**config.mk**
```make
export PLATFORM = sky130hd
export DESIGN_NAME = timer_event_deadline_queue_unit
export DESIGN_NICKNAME = d
export VERILOG_FILES = /design/src/rtl/core/tevq_pkg.sv /design/src/rtl/core/timer_event_deadline_queue_unit.sv /design/src/rtl/core/tevq_store.sv
export SDC_FILE = /design/constraint.sdc
export NUM_CORES = 1
export LEC_CHECK = 0
export CAP_MARGIN = 30
export CORE_MARGIN = 1
export CORE_UTILIZATION = 35
export CTS_CLUSTER_DIAMETER = 60
export DETAILED_ROUTE_END_ITERATION = 10
export DONT_BUFFER_PORTS = 1
export GPL_TIMING_DRIVEN = 0
export PLACE_DENSITY = 0.5
export SLEW_MARGIN = 20
export SYNTH_ARGS = -nofsm -noshare
export SYNTH_HDL_FRONTEND = slang
export SYNTH_SLANG_ARGS = --single-unit
```
**constraint.sdc**
```tcl
create_clock -name clk_i -period 7.4 [get_ports clk_i]
set_input_delay 1.48 -clock clk_i [delete_from_list [all_inputs] [get_ports clk_i]]
set_output_delay 1.48 -clock clk_i [all_outputs]
set_load 0.02 [all_outputs]
```
**src/rtl/core/tevq_pkg.sv**
```systemverilog
// Package: constants and types shared by the timer event queue.
package tevq_pkg;
  localparam int unsigned EventSlots  = 16;
  localparam int unsigned SlotBits    = $clog2(EventSlots);
  localparam int unsigned CounterBits = 16;
  localparam int unsigned TickBits    = 32;
  localparam int unsigned DelayBits   = 15;
  localparam logic [DelayBits-1:0] MaxDelayReset = 15'd16383;

  localparam logic [1:0] ModeTime     = 2'd0;
  localparam logic [1:0] ModeSchedule = 2'd1;
  localparam logic [1:0] ModeCancel   = 2'd2;

  localparam logic KindExpired = 1'b0;
  localparam logic KindCompare = 1'b1;

  typedef logic [SlotBits-1:0] slot_t;
  typedef logic [TickBits-1:0] tick_t;

  // memory access request from the sequencer to the slot store
  typedef struct packed {
    logic  dl_we;
    slot_t dl_waddr;
    tick_t dl_wdata;
    slot_t dl_raddr;
    logic  nx_we;
    slot_t nx_waddr;
    slot_t nx_wdata;
    slot_t nx_raddr;
  } mem_req_t;
endpackage

```
**src/rtl/core/timer_event_deadline_queue_unit.sv**
```systemverilog
// Top level: sorted timer event queue with APB config and sequenced list walks.
//
// Usage: pulse start with a transaction while busy is low. Each transaction
// extends the 32-bit tick from counter_sample_i, then schedules (mode 1) or
// cancels (mode 2) a slot in a deadline-sorted linked list, pops every expired
// slot (one valid_o strobe with kind 0 each) and ends with one compare value
// (kind 1, last 1). Each result is on the outputs for one cycle; the receiver
// cannot stall, so none are held back.
// Steps: a time transaction reads the queue head (StPopRd) and, on an empty
// queue, goes straight to the compare value (StCmp); otherwise each head is
// read and checked (StPopWt, StPopCmp) and popped while expired. Removal walks
// the list node by node (StRmRd, StRmWt); insertion writes the deadline
// (StInsWr), walks the nodes it passes (StInsRd, StInsWt) and links the slot
// (StInsCmp, plus StInsLnk after a predecessor); a schedule first reads the
// base deadline (StRef). The walk speed is set by the single read port of the link memory.
// One transaction is processed at a time; busy stays high until last is sent,
// and the next transaction can be accepted in the cycle after that.
// Reset empties the queue, clears the tick and sets max_delay to 16383;
// deadline and link memories need no clearing.
module timer_event_deadline_queue_unit import tevq_pkg::*; (
  input  logic        clk_i,
  input  logic        rst_ni,
  input  logic        psel,
  input  logic        penable,
  input  logic        pwrite,
  input  logic [0:0]  paddr,
  input  logic [31:0] pwdata,
  output logic [31:0] prdata,
  output logic        pready,
  input  logic        start,
  output logic        busy,
  input  logic [1:0]  mode_i,
  input  logic [15:0] counter_sample_i,
  input  logic [3:0]  event_id_i,
  input  logic [31:0] delay_i,
  input  logic        use_ref_i,
  input  logic [3:0]  ref_id_i,
  output logic        valid_o,
  output logic        kind_o,
  output logic [3:0]  expired_slot_o,
  output logic [15:0] compare_value_o,
  output logic        last_o
);
  typedef enum logic [14:0] {
    StIdle   = 15'b000000000000001,
    StRef    = 15'b000000000000010,
    StRmChk  = 15'b000000000000100,
    StRmRd   = 15'b000000000001000,
    StRmWt   = 15'b000000000010000,
    StInsWr  = 15'b000000000100000,
    StInsRd  = 15'b000000001000000,
    StInsWt  = 15'b000000010000000,
    StInsCmp = 15'b000000100000000,
    StInsLnk = 15'b000001000000000,
    StPopRd  = 15'b000010000000000,
    StPopWt  = 15'b000100000000000,
    StPopCmp = 15'b001000000000000,
    StCmp    = 15'b010000000000000,
    StSpare  = 15'b100000000000000
  } state_e;

  state_e state_q, state_d;
  logic [DelayBits-1:0] max_delay_q;
  tick_t tick_q, tick_d;
  logic [EventSlots-1:0] active_q, active_d;
  slot_t head_q, head_d;
  logic [1:0] mode_q;
  slot_t id_q, cur_q, cur_d, prev_q, prev_d, rm_q, rm_d;
  logic have_prev_q, have_prev_d;
  tick_t delay_q, new_dl_q, new_dl_d;
  logic use_ref_q;
  logic [SlotBits:0] cnt_q, cnt_d;
  mem_req_t req;
  tick_t dl_rdata;
  slot_t nx_rdata;
  tick_t diff;
  tick_t ins_diff;
  logic [CounterBits-1:0] low;
  logic [DelayBits-1:0] cmp_gap;

  tevq_store u_store (
    .clk_i      (clk_i),
    .req_i      (req),
    .dl_rdata_o (dl_rdata),
    .nx_rdata_o (nx_rdata)
  );

  assign pready = 1'b1;
  assign prdata = {{(32-DelayBits){1'b0}}, max_delay_q};
  assign busy   = (state_q != StIdle);

  always_ff @(posedge clk_i or negedge rst_ni) begin
    if (!rst_ni) begin
      max_delay_q <= MaxDelayReset;
    end else if (psel && penable && pwrite && paddr == 1'b0) begin
      max_delay_q <= pwdata[DelayBits-1:0];
    end
  end

  always_comb begin
    tick_d = tick_q;
    if (start && !busy) begin
      tick_d = {tick_q[TickBits-1:CounterBits], counter_sample_i};
      if (counter_sample_i < tick_q[CounterBits-1:0]) begin
        tick_d = tick_d + (tick_t'(1) << CounterBits);
      end
    end
  end

  function automatic logic [SlotBits:0] popcnt(logic [EventSlots-1:0] v);
    logic [SlotBits:0] n;
    n = '0;
    for (int i = 0; i < EventSlots; i++) n = n + (SlotBits+1)'(v[i]);
    return n;
  endfunction

  always_comb begin
    state_d     = state_q;
    active_d    = active_q;
    head_d      = head_q;
    cur_d       = cur_q;
    prev_d      = prev_q;
    rm_d        = rm_q;
    have_prev_d = have_prev_q;
    new_dl_d    = new_dl_q;
    cnt_d       = cnt_q;
    req         = '0;
    req.dl_raddr = cur_q;
    req.nx_raddr = cur_q;
    valid_o         = 1'b0;
    kind_o          = KindExpired;
    expired_slot_o  = '0;
    compare_value_o = '0;
    last_o          = 1'b0;
    diff     = dl_rdata - tick_q;
    ins_diff = new_dl_q - dl_rdata;
    cmp_gap  = max_delay_q;
    low      = '0;
    case (state_q)
      StIdle: begin
        if (start) begin
          if (mode_i == ModeSchedule) begin
            req.dl_raddr = ref_id_i;
            state_d = StRef;
          end else if (mode_i == ModeCancel) begin
            rm_d = event_id_i;
            state_d = StRmChk;
          end else begin
            cur_d = head_q;
            state_d = StPopRd;
          end
        end
      end
      StRef: begin
        new_dl_d = delay_q + (use_ref_q ? dl_rdata : tick_q);
        rm_d = id_q;
        state_d = StRmChk;
      end
      StRmChk: begin
        cur_d = head_q;
        have_prev_d = 1'b0;
        if (!active_q[rm_q]) begin
          state_d = (mode_q == ModeSchedule) ? StInsWr : StPopRd;
        end else begin
          state_d = StRmRd;
        end
      end
      StRmRd: begin
        state_d = StRmWt;
      end
      StRmWt: begin
        if (cur_q == rm_q) begin
          if (have_prev_q) begin
            req.nx_we = 1'b1;
            req.nx_waddr = prev_q;
            req.nx_wdata = nx_rdata;
          end else begin
            head_d = nx_rdata;
          end
          active_d[rm_q] = 1'b0;
          cur_d = have_prev_q ? head_q : nx_rdata;
          state_d = (mode_q == ModeSchedule) ? StInsWr : StPopRd;
        end else begin
          prev_d = cur_q;
          have_prev_d = 1'b1;
          cur_d = nx_rdata;
          state_d = StRmRd;
        end
      end
      StInsWr: begin
        req.dl_we = 1'b1;
        req.dl_waddr = id_q;
        req.dl_wdata = new_dl_q;
        have_prev_d = 1'b0;
        cnt_d = popcnt(active_q);
        state_d = (popcnt(active_q) == '0) ? StInsCmp : StInsRd;
      end
      StInsRd: begin
        state_d = StInsWt;
      end
      StInsWt: begin
        if (ins_diff[TickBits-1]) begin
          state_d = StInsCmp;
        end else begin
          prev_d = cur_q;
          have_prev_d = 1'b1;
          cur_d = nx_rdata;
          cnt_d = cnt_q - (SlotBits+1)'(1);
          state_d = (cnt_q == (SlotBits+1)'(1)) ? StInsCmp : StInsRd;
        end
      end
      StInsCmp: begin
        req.nx_we = 1'b1;
        req.nx_waddr = id_q;
        req.nx_wdata = (cnt_q != '0) ? cur_q : '0;
        if (!have_prev_q) begin
          head_d = id_q;
        end
        active_d[id_q] = 1'b1;
        state_d = have_prev_q ? StInsLnk : StPopRd;
      end
      StInsLnk: begin
        req.nx_we = 1'b1;
        req.nx_waddr = prev_q;
        req.nx_wdata = id_q;
        state_d = StPopRd;
      end
      StPopRd: begin
        cur_d = head_q;
        req.dl_raddr = head_q;
        req.nx_raddr = head_q;
        state_d = (active_q == '0) ? StCmp : StPopWt;
      end
      StPopWt: begin
        state_d = StPopCmp;
      end
      StPopCmp: begin
        if (diff[TickBits-1]) begin
          valid_o = 1'b1;
          expired_slot_o = head_q;
          head_d = nx_rdata;
          active_d[head_q] = 1'b0;
          state_d = StPopRd;
        end else begin
          state_d = StCmp;
        end
      end
      StCmp: begin
        if (active_q != '0) begin
          if (diff < tick_t'(max_delay_q)) cmp_gap = diff[DelayBits-1:0];
        end
        low = tick_q[CounterBits-1:0] + CounterBits'(cmp_gap) + CounterBits'(1);
        valid_o = 1'b1;
        kind_o = KindCompare;
        compare_value_o = low;
        last_o = 1'b1;
        state_d = StIdle;
      end
      default: state_d = StIdle;
    endcase
    // StCmp reads head deadline registered in StPopCmp path
  end

  always_ff @(posedge clk_i or negedge rst_ni) begin
    if (!rst_ni) begin
      state_q     <= StIdle;
      tick_q      <= '0;
      active_q    <= '0;
      head_q      <= '0;
      have_prev_q <= 1'b0;
    end else begin
      state_q     <= state_d;
      tick_q      <= tick_d;
      active_q    <= active_d;
      head_q      <= head_d;
      have_prev_q <= have_prev_d;
    end
  end

  always_ff @(posedge clk_i) begin
    cur_q    <= cur_d;
    prev_q   <= prev_d;
    rm_q     <= rm_d;
    new_dl_q <= new_dl_d;
    cnt_q    <= cnt_d;
    if (start && !busy) begin
      mode_q    <= mode_i;
      id_q      <= event_id_i;
      delay_q   <= delay_i;
      use_ref_q <= use_ref_i;
    end
  end

`ifndef SYNTHESIS
  a_last_kind: assert property (@(posedge clk_i) disable iff (!rst_ni)
    valid_o && last_o |-> kind_o == KindCompare) else $error("last without compare");
  a_idle_after_last: assert property (@(posedge clk_i) disable iff (!rst_ni)
    valid_o && last_o |=> !busy) else $error("busy after last");
  a_pop_active: assert property (@(posedge clk_i) disable iff (!rst_ni)
    valid_o && kind_o == KindExpired |-> active_q[expired_slot_o])
    else $error("popped inactive slot");
`endif
endmodule

```
**src/rtl/core/tevq_store.sv**
```systemverilog
// Slot store: deadline and link memories with registered read data.
module tevq_store import tevq_pkg::*; (
  input  logic     clk_i,
  input  mem_req_t req_i,
  output tick_t    dl_rdata_o,
  output slot_t    nx_rdata_o
);
  tick_t dl_mem [EventSlots];
  slot_t nx_mem [EventSlots];

  always_ff @(posedge clk_i) begin
    if (req_i.dl_we) begin
      dl_mem[req_i.dl_waddr] <= req_i.dl_wdata;
    end
    dl_rdata_o <= dl_mem[req_i.dl_raddr];
  end

  always_ff @(posedge clk_i) begin
    if (req_i.nx_we) begin
      nx_mem[req_i.nx_waddr] <= req_i.nx_wdata;
    end
    nx_rdata_o <= nx_mem[req_i.nx_raddr];
  end
endmodule
```
* Yosys cells after proc, flatten, opt, wreduce, memory -nomap -nowiden
Memories as Yosys holds them, arrays and structs flattened. A register that Yosys moved wholly into a read port is not among the register bits. Cells that the tools add are included.
Word-level totals: register bits 171, bits in writable memories 576, bits of input ports 98, output and inout bits 57, word-level logic and storage cells 182, memories 2
Operators by class: add/sub/neg operators 22, order comparisons 8, equal/unequal tests 29, multiplexer cells 71, bitwise operators 6, reduce and logical (&&, ||, !) cells 28
Memories:
- u_store.dl_mem | depth 16, width 32, read ports 1, clocked after Yosys merged registers in 1, write ports 1, line tevq_store.sv:8 | tick_t dl_mem [EventSlots];
- u_store.nx_mem | depth 16, width 4, read ports 1, clocked after Yosys merged registers in 1, write ports 1, line tevq_store.sv:9 | slot_t nx_mem [EventSlots];
Operators with widths (count):
- 15-bit one-hot mux with 13 select lines | 1
- 4-bit two-way mux | 20
- 11-bit two-way mux | 6
- 16-bit two-way mux | 4
- 32-bit subtractor | 2
- 15-bit two-way mux | 4
- 5-bit by 1-bit adder with 5-bit output | 11
- 16-bit one-hot mux with 3 select lines | 1
- 9-bit two-way mux | 5
- 37-bit two-way mux | 1
- 32-bit by 17-bit adder with 32-bit output (second input constant) | 1
- 32-bit adder | 1
- 16-bit AND | 2
- 32-bit by 15-bit less-than comparator with 1-bit output | 1
- 32-bit two-way mux | 1
- 16-bit inverter | 2
- 14-bit two-way mux | 2
- 9-bit one-hot mux with 3 select lines | 1
- 4-bit one-hot mux with 2 select lines | 3
- 2-bit != test (second input constant) | 9
- 16-bit by 1-bit adder with 16-bit output (second input constant) | 1
- 16-bit by 15-bit adder with 16-bit output | 1
- 16-bit zero test | 1
- 16-bit less-than comparator | 1
- other kinds (50) | 82

* Depth between registers and ports, before layout
Gate-level depths: netlist of run 1.
depth in word-level cells 18, depth in mapped cells 36, mapped depth without buffers 35

* Cells and area by module
A second synthesis of run 1 with hierarchy kept.
Unflattened totals: cells, all modules 2499, area total of the unflattened synthesis 36466.2 sq um
Modules (own cells, without submodules):
- tevq_store | instances 1, cells each 968, area each 22431.5 sq um
- timer_event_deadline_queue_unit | instances 1, cells each 1531, area each 14034.7 sq um

* Worst setup path after synthesis of run 1
OpenSTA, ideal clock, no wires.
path kind reg-to-output, start register tick_q[1], end output port compare_value_o[14], arrival 6873 ps, required time 5920 ps, setup slack -953 ps, cell stages (with the launch flop) 37, cells stage by stage dfrtp_1 -> inv_1 -> ha_1 -> nor2b_1 -> o31a_1 -> nor2_1 -> nor3_1 -> a21o_1 -> a21o_1 -> a21oi_1 -> xnor2_1 -> ha_1 -> a21oi_1 -> nor2b_1 -> o21ai_0 -> a21oi_1 -> nor4_1 -> o2111ai_1 -> nor4_1 -> nand4_1 -> nor4_4 -> buf_6 -> mux2i_1 -> ha_1 -> inv_1 -> fa_1 -> and3_1 -> o211ai_1 -> a21boi_0 -> o21a_1 -> o21a_1 -> o21a_1 -> o21ai_0 -> a21oi_1 -> o21ai_0 -> a21oi_1 -> nor3_1
Between the ends: cells in the longest elaborated chain, start to end 8
RTL lines:
- from (decl) | line timer_event_deadline_queue_unit.sv:64 | tick_t tick_q, tick_d;
- from (signal assigned) | line timer_event_deadline_queue_unit.sv:273 | tick_q <= tick_d;
- 32-bit subtractor | line timer_event_deadline_queue_unit.sv:135 | diff = dl_rdata - tick_q;
- 32-bit by 15-bit less-than comparator with 1-bit output | line timer_event_deadline_queue_unit.sv:250 | if (diff < tick_t'(max_delay_q)) cmp_gap = diff[DelayBits-1:0];
- 15-bit two-way mux | line timer_event_deadline_queue_unit.sv:250
- 15-bit two-way mux | line timer_event_deadline_queue_unit.sv:249 | if (active_q != '0) begin
- 15-bit two-way mux | line timer_event_deadline_queue_unit.sv:139 | case (state_q)
- 16-bit by 15-bit adder with 16-bit output * | line timer_event_deadline_queue_unit.sv:252 | low = tick_q[CounterBits-1:0] + CounterBits'(cmp_gap) + CounterBits'(1);
- 16-bit by 1-bit adder with 16-bit output * | line timer_event_deadline_queue_unit.sv:252
- 16-bit two-way mux * | line timer_event_deadline_queue_unit.sv:139
- to (decl) | line timer_event_deadline_queue_unit.sv:41 | output logic [15:0] compare_value_o,
Mark *: on every way between the ends. The rest lies on a longest branch, timed or not. The select of a mux whose other input is x is not followed.

* Worst setup path in the final report of run 1
Same ends and word-level chain as after synthesis.

==> results of run 1 <==
synthesized netlist by cell type (5+ instances only):
cell	n	area, µm²
and3_1	11	68.8
a221oi_1	6	52.6
o211ai_1	9	67.6
xnor2_1	66	578
buf_1	9	33.8
nor4_1	14	87.6
nor3b_1	10	75.1
or3_1	9	56.3
ha_1	151	1890
nand4_1	52	325
nor3_1	43	215
and4_1	5	43.8
edfxtp_1	664	19900
a21oi_1	122	611
and2_0	6	37.5
a31oi_1	77	482
xor2_1	18	158
buf_4	19	143
nor2_1	156	586
nor2b_1	15	93.8
dfstp_2	15	394
dfrtp_1	67	1680
mux4_2	17	383
o21ai_0	116	581
mux2_2	29	327
buf_2	20	100
o2bb2ai_1	5	43.8
dfxtp_1	36	721
nand2b_1	23	144
clkbuf_1	106	398
nand3_1	163	816
mux2_1	8	90.1
fa_1	13	260
and2_1	101	632
nand2_1	525	1970
o21a_1	17	128
inv_1	144	541
a21boi_0	5	37.5
o21bai_1	13	97.6
mux2i_1	23	230
o22ai_1	36	225
a211oi_1	79	593
a21o_1	49	368
kinds of logic (layout without fill, tap and decap cells):
| family | count (synthesis) | after routing |
|---|---|---|
| mux | 77 | 77 |
| flops | 782 | 782 |
| compound gates | 580 | 580 |
| simple gates | 1155 | 1155 |
| buf+inv | 300 | 516 |
| other cells | 2 | 19 |
| xor+xnor | 84 | 84 |
| fa+ha+maj | 164 | 164 |
state kept, by name, summed over array words and instances, names as in the netlist:
signal              cells
have_prev_q             1
use_ref_q               1
mode_q                  2
new_dl_q               32
tick_q                 32
state_q                14
rm_q                    4
cur_q                   4
cnt_q                   5
delay_q                32
head_q                  4
max_delay_q            15
id_q                    4
active_q               16
u_store.dl_rdata_o     32
u_store.nx_rdata_o      4
u_store.nx_mem         64
u_store.dl_mem        512
prev_q                  4
how the worst min path moves through the flow:
stage,start,end,slack [ns],cells past startpoint
2_1_floorplan,mode_q[0]$_DFFE_PP_,state_q[5]$_DFFE_PN0N_,0.47,2
3_3_place_gp,mode_q[0]$_DFFE_PP_,state_q[5]$_DFFE_PN0N_,0.50,2
3_5_place_dp,mode_q[1]$_DFFE_PP_,state_q[5]$_DFFE_PN0N_,0.50,2
4_1_cts,rst_ni,tick_q[3]$_DFFE_PN0P_,0.46,0
5_1_grt,rst_ni,tick_q[11]$_DFFE_PN0P_,0.48,0
6_report,mode_q[1]$_DFFE_PP_,state_q[5]$_DFFE_PN0N_,0.50,2
worst reg2reg max path, stage by stage (launching register included):
cell,delay [ns]
dfrtp_1,0.44
nor4_2,0.45
nand3_1,0.20
nor2_1,0.17
nand3_1,0.13
clkbuf_1,0.36
nor2_1,0.38
a221o_1,0.43
buf_2,0.36
buf_2,0.31
buf_1,0.61
nand2_1,0.11
a31oi_1,0.21
o22ai_1,0.20
nor2_1,0.46
area by class of cell:
cell class	instances	area, µm²
antenna	1	2.50
buffer	154	694
clock buffer	113	2330
clock inverter	51	404
fill	9857	61300
inverter	145	547
multi-input combinational	2078	13600
sequential	782	22700
tap	1380	1730
timing repair buffer	53	738
report_power, final:
group	total [mW]	internal [mW]	switching, mW
Sequential	5.53	5.19	0.340
Combinational	7.32	2.72	4.60
Clock	4.16	2.32	1.84
layout by cell type, fill, tap and decap left out, types with 16 or more instances in the layout:
cell and instances:
dfrtp_1 66, and2_1 99, nand2b_1 22, ha_1 145, nor3_1 35, xor2_1 18, nor2_1 131, buf_2 20
mux4_2 17, mux2i_1 21, a21oi_1 115, conb_1 18, nor2_4 19, buf_4 44, nand4_1 52, inv_1 139
nand3_1 163, xnor2_1 61, a211oi_1 78, a21o_1 49, o21a_1 17, dfxtp_1 35, nand2_1 525, o22ai_1 36
a31oi_1 76, edfxtp_1 664, clkbuf_16 89, mux2_2 29, clkbuf_1 127, clkinv_1 16, o21ai_0 109
routing by layer:
metal  part of all wire  global-route usage
met1               0.46               0.265
met5                  0                   0
met2               0.47               0.320
met4              0.021              0.0517
met3              0.051              0.0277
stage by stage:
stage	TNS (ns)	area, µm²
after floorplan	-1.28	37000
after global placement	-21.68	38800
after detailed placement	-21.54	39400
after CTS	-16.02	42600
after global routing	-17.84	42700
final	-14.38	42700
repair_timing:
item / 4_1_cts / 5_1_grt
buffers inserted: 17 / 9
pin swaps: 34 / 32
endpoints found under the setup margin: 16 / 16
resized for setup: 59 / 17
endpoints found under the hold margin: 0 / 0
==> impl_results.md, run 1 <==
- Critical path class: flip-flop to output pin
- Final WS setup: -1.66 ns
- Sequential area share after synthesis: 0.616
- Total CTS buffers: a little under 90
- Routed wire length: about 100,000 µm
- Ys flop type: edfxtp_1
- Crit end category: output pin
- Global route overflow: 0
- Core Util, Final: 0.411
- Synth Area in Compound Gates: 0.100
- Sink Count: a little under 800
- Tcrit/Tclk final: 1.22
- Crit-path max FO: 3
- VDD IR max: just under 0.0003 V
- 1st-iter DRT viols: ~2,100
- Largest family of logic cells by synthesized area: simple AND/OR/NAND/NOR gates
- I/O Pins: around 160
- Power per Cell Area: 398 nW/µm²
- Row count: 118
- Slew HR: 0.292
- Synth Area in XOR/XNOR: 0.0199
- Vias: between 20,000 and 25,000
- Mux share of post-synthesis cell area: 0.0279
- Layout Nets: about 3,600
- Detail Route Antenna Nets: 0
- Final setup vio count: 15
- Pre-Repair DR Iteration Count: 8
- Maximum clock rate: 110 MHz
- Largest net degree at the start of global routing: between 80 and 90
- Simple-gate share of the synthesized area: 0.145
- Post-Place Worst Slack: -2.08 ns
- Slowest stage delay, CP: approximately 0.43 ns
- DP Cell Count: 4,566
- Worst r2r dst: u_store.dl_rdata_o[0]$_DFF_P_
- Slowest cell on the critical path: dfrtp_2
- Global-route wire length before repair: 155,000 µm
- Origin of the critical flop-to-flop path: state_q[12]$_DFFE_PN0N_
- Final critical-path required period: 9.06 ns
- Worst Hold Class: flip-flop to flip-flop
- Post-synthesis instance total: ~3,100
- Reg2reg path depth: 14
- CP delay by family, top: compound AO/OA/AOI/OAI gates
- GR Util All Layers: 0.193
- Clock Root Buffer: clkbuf_16
- Via/cell ratio: between 5 and 6
- Leak: 14.9 nW
- Startpoint Class: flip-flop
- Skew final: 0.0298 ns
- CP Data Arrival Time: around 7.6 ns
- Post-synthesis adder-cell area fraction: 0.0582
- Worst-Margin Slew: around 1.1 ns
- Htree depth: 3
- EDFF count, synth: between 600 and 700
- Post-route DRC: 0
- Synth Area per Inst: around 12 µm²
- Final Hold Viols: 0
- RePlAce Congestion: 0.907
- Die Wd: ~330 µm
- Number of global-route vias before repair: 24,300
- Synth Register Bits: 782
- Initial Util: 0.355
- Synthesized area: 36,900 µm²
- Ratio of cells with drive above 1 in the final layout: 0.112
- Die height: ~330 µm
- Wire per inst: 21.9 µm
- Hold-fix buffers, CTS: 0
- DP Wirelength: 74,800 µm
- Status: finished with violations
- Total power: about 17 mW
- Hold_ws: about 0.5 ns
- Area growth syn-to-layout: 15.7%
- Worst EP required: just under 6 ns
- Reg2Reg Setup Slack: between 2 and 2.5 ns
- YS warnings: 0
- Clock Path Buffers: 3
- Max Cap Violations: 0
- Total Die Area: around 110,000 µm²
- Yosys cell types: slightly above 80
- Worst-skew pair later-pin latency: around 0.66 ns
- Cell depth of the worst setup path: 34
- Buffers on Ports: 0
- Worst Setup SP: tick_q[1]$_DFFE_PN0P_
- End of the critical path: compare_value_o[14]
- CTS tree: yes
- Clock slew seen by the registers of the worst setup and hold paths: roughly 0.06 ns
- Async set-or-reset flop fraction in the synthesized netlist: 0.105
- Slew Viols, Final: 0
- Failing checks: negative setup slack
- Unrepaired setup endpoints after global routing: yes
- Core ar.: around 100,000 µm²
- Antenna violations before repair: 0
- Buf/Inv on CP: 4
- Post-Layout Cell Count: approximately 4,800
Power figures use the tool's default switching activity.
==> inputs of run 2 (changes only) <==
- SYNTH_HIERARCHICAL: default -> 1
==> run 2 against run 1 <==
  * The flow still finishes with violations (negative setup slack)
  * Largest cell class unchanged
  * Synthesized area shrank 1.3%
  * Critical path type unchanged
  * Wire length shrank 5.6%
  * Combinational power shrank 12%
  * Via count shrank 10%
==> impl_results.md, run 2 <==
- Top cells by area, synth: edfxtp_1 (55%), mux4_2 (9.2%), ha_1 (5.2%)
- Clock slew seen by the registers of the worst setup and hold paths: about 0.060 ns
- Area growth syn-to-layout: 17.7%
- Sink Count: ~800
- 1st-iter DRT viols: ~1,700
- Worst EP required: 5.92 ns
- Global route overflow: 0
- Crit end category: output pin
- Worst-skew pair later-pin latency: 0.66 ns
- Post-Place Worst Slack: -2.09 ns
- Slowest stage delay, CP: approximately 0.45 ns
- Sequential area share after synthesis: 0.623
- Top Registers: u_store/dl_mem x512, u_store/nx_mem x64
- Ratio of cells with drive above 1 in the final layout: 0.211
- Yosys cell types: a little under 80
- Slew HR: 0.407
- Hold-fix buffers, CTS: 0
- Critical path class: flip-flop to output pin
- Synthesized area: 36,500 µm²
- Max FFs per register: a little over 500
- GR Util All Layers: 0.185
- Slowest cell on the critical path: dfxtp_2
- Cell taking the most area after synthesis: edfxtp_1
- Ys flop type: edfxtp_1
- Number of global-route vias before repair: around 23,000
- Wire per inst: approximately 24 µm
- Tcrit/Tclk final: 1.25
- Footprint of the multi-input gates: roughly 13,000 µm²
- Worst Hold Class: flip-flop to flip-flop
- Status: finished with violations
- Row count: roughly 120
- Slew Viols, Final: 0
- Count leader, synth: edfxtp_1
- Top cell type's share of synthesized area: 0.547
- Pre-Repair DR Iteration Count: 7
- FILL cells: about 9,400
- Total power: 16.3 mW
- Die height: 325 µm
- Max Cap Violations: 0
- Core ar.: approximately 100,000 µm²
- Largest net degree at the start of global routing: 83
- Detail Route Antenna Nets: 0
- Total Die Area: 105,000 µm²
- Startpoint Class: flip-flop
- Antenna violations before repair: 2
- Maximum clock rate: ~110 MHz
- Worst-Margin Slew: 0.890 ns
- Final WS setup: -1.83 ns
- EDFF count, synth: 664
- Post-route DRC: 0
- I/O Pins: roughly 160
- DP Cell Count: between 3,000 and 4,000
- CP Data Arrival Time: approximately 7.8 ns
- Post-Layout Inst Area: between 40,000 and 50,000 µm²
- Vias: between 20,000 and 25,000
- Final Hold Viols: 0
- Hold_ws: between 0.5 and 0.6 ns
- Skew final: around 0.024 ns
- Synth Register Bits: 782
- Post-Layout Cell Count: ~4,100
- Most common cell after layout, fill and taps aside: edfxtp_1
- YS warnings: 6
- Layout Nets: approximately 3,000
- Initial Util: 0.353
- Commonest cells in the synthesized netlist: edfxtp_1 (664), nand2_1 (164), ha_1 (151), mux4_2 (149), inv_1 (136)
- Leak: approximately 17 nW
- Buffers on Ports: 0
- Htree depth: 3
- Via/cell ratio: 5.36
- Area after DPL: about 39,000 µm²
- Synth Area per Inst: roughly 15 µm²
- Crit-path max FO: 8
- VDD IR max: about 0.00024 V
- Clock Root Buffer: clkbuf_16
- Power per Cell Area: roughly 380 nW/µm²
- DP Wirelength: about 72,000 µm
- Most frequent cells in the layout: edfxtp_1 (664), nand2_1 (163), mux4_2 (149)
- Post-synthesis instance total: around 2,500
- Routed wire length: 98,200 µm
- Unrepaired setup endpoints after global routing: yes
- RePlAce Congestion: 0.867
- Total CTS buffers: 90
- Failing checks: negative setup slack
- Async set-or-reset flop fraction in the synthesized netlist: 0.105
- Largest register by flop count: u_store/dl_mem
- Die Wd: between 300 and 400 µm
- Clock Path Buffers: 3
- Final critical-path required period: 9.23 ns
- Final setup vio count: 15
- CTS tree: yes
- Global-route wire length before repair: 147,000 µm
- Register Area: around 23,000 µm²
-- run 2: cell types whose count changed in the layout (fill, tap and decap cells not counted), moves of 24 or more --
cell	change
nand2_1	-362
mux4_2	+132
nand3_1	-117
a211oi_1	-70
a22oi_1	+67
a31oi_1	-63
and2_1	-59
nor2_1	-55
clkbuf_1	-49
buf_4	+35
o22ai_1	-32
nand4_1	-24
-- run 2: per-stage QoR --
step	TNS, ns	utilization
after floorplan	-1.43	-
after global placement	-193.20	0.371
after detailed placement	-21.48	0.380
after CTS	-22.38	0.413
after global routing	-24.09	0.415
final	-18.42	0.415
-- run 2: power breakdown --
group / internal [mW] / switching, mW
registers: 5.17 / 0.368
logic: 2.65 / 3.80
clock network: 2.50 / 1.84
-- run 2: area by class of cell --
cell class / instances / share of cell area
multi-input combinational: 1489 / 0.312
clock inverter: 47 / 0.0106
inverter: 136 / 0.0120
clock buffer: 122 / 0.0572
buffer: 108 / 0.0127
tap: 1380 / 0.0402
timing repair buffer: 84 / 0.0255
antenna: 1 / 0.0000583
sequential: 782 / 0.530
-- run 2: final timing paths --
kind | from | end | slack [ns] | depth (start not counted)
worst max register to register | use_ref_q$_DFFE_PP_ | new_dl_q[30]$_DFFE_PP_ | 2.34 | 18
min in group asynchronous | rst_ni | tick_q[2]$_DFFE_PN0P_ | 0.53 | 0
worst min register to register | tick_q[19]$_DFFE_PN0P_ | tick_q[19]$_DFFE_PN0P_ | 0.50 | 1
max in group asynchronous | rst_ni | state_q[0]$_DFFE_PN1N_ | 6.56 | 0
worst max-delay path | u_store/dl_rdata_o[3]$_DFF_P_ | compare_value_o[14] | -1.83 | 34
worst min-delay path | tick_q[19]$_DFFE_PN0P_ | tick_q[19]$_DFFE_PN0P_ | 0.50 | 1
-- run 2: cell families (layout without fill, tap and decap cells) --
group / count (synthesis) / in the layout / share of synthesized area
other: 2 / 19 / 0.000206
adders and majority gates: 164 / 164 / 0.0589
and+or+nand+nor: 558 / 558 / 0.0774
muxes: 203 / 203 / 0.109
DFF: 782 / 782 / 0.623
buffers and inverters: 244 / 497 / 0.0287
xor gates and xnor gates: 82 / 82 / 0.0197
AOI/OAI and AO/OA: 464 / 464 / 0.0826
-- run 2: repair_timing --
item                                    4_1_cts  5_1_grt
setup buffers                                23       10
pin swaps                                    49       47
endpoints found under the setup margin       16       16
resized for setup                            68       35
hold endpoints to repair                      0        0
-- run 2: critical path, delay by kind of cell (launching register included) --
kind | cells | cell delay (ns)
adders and majority gates | 3 | 0.75
xor gates and xnor gates | 1 | 0.14
DFF | 1 | 0.45
muxes | 1 | 0.32
buffers and inverters | 3 | 0.54
and+or+nand+nor | 8 | 2.16
AOI/OAI and AO/OA | 18 | 2.71
-- run 2: per-layer routing --
| metal | global-route usage | up-vias | wire (µm) | part of all wire |
|---|---|---|---|---|
| li1 | - | 10000 | - | - |
| met1 | 0.252 | 11500 | 42900 | 0.44 |
| met2 | 0.310 | 627 | 48000 | 0.49 |
| met3 | 0.0294 | 126 | 5400 | 0.055 |
| met4 | 0.0458 | 4 | 1780 | 0.018 |
| met5 | 0 | - | 20 | 0.00020 |
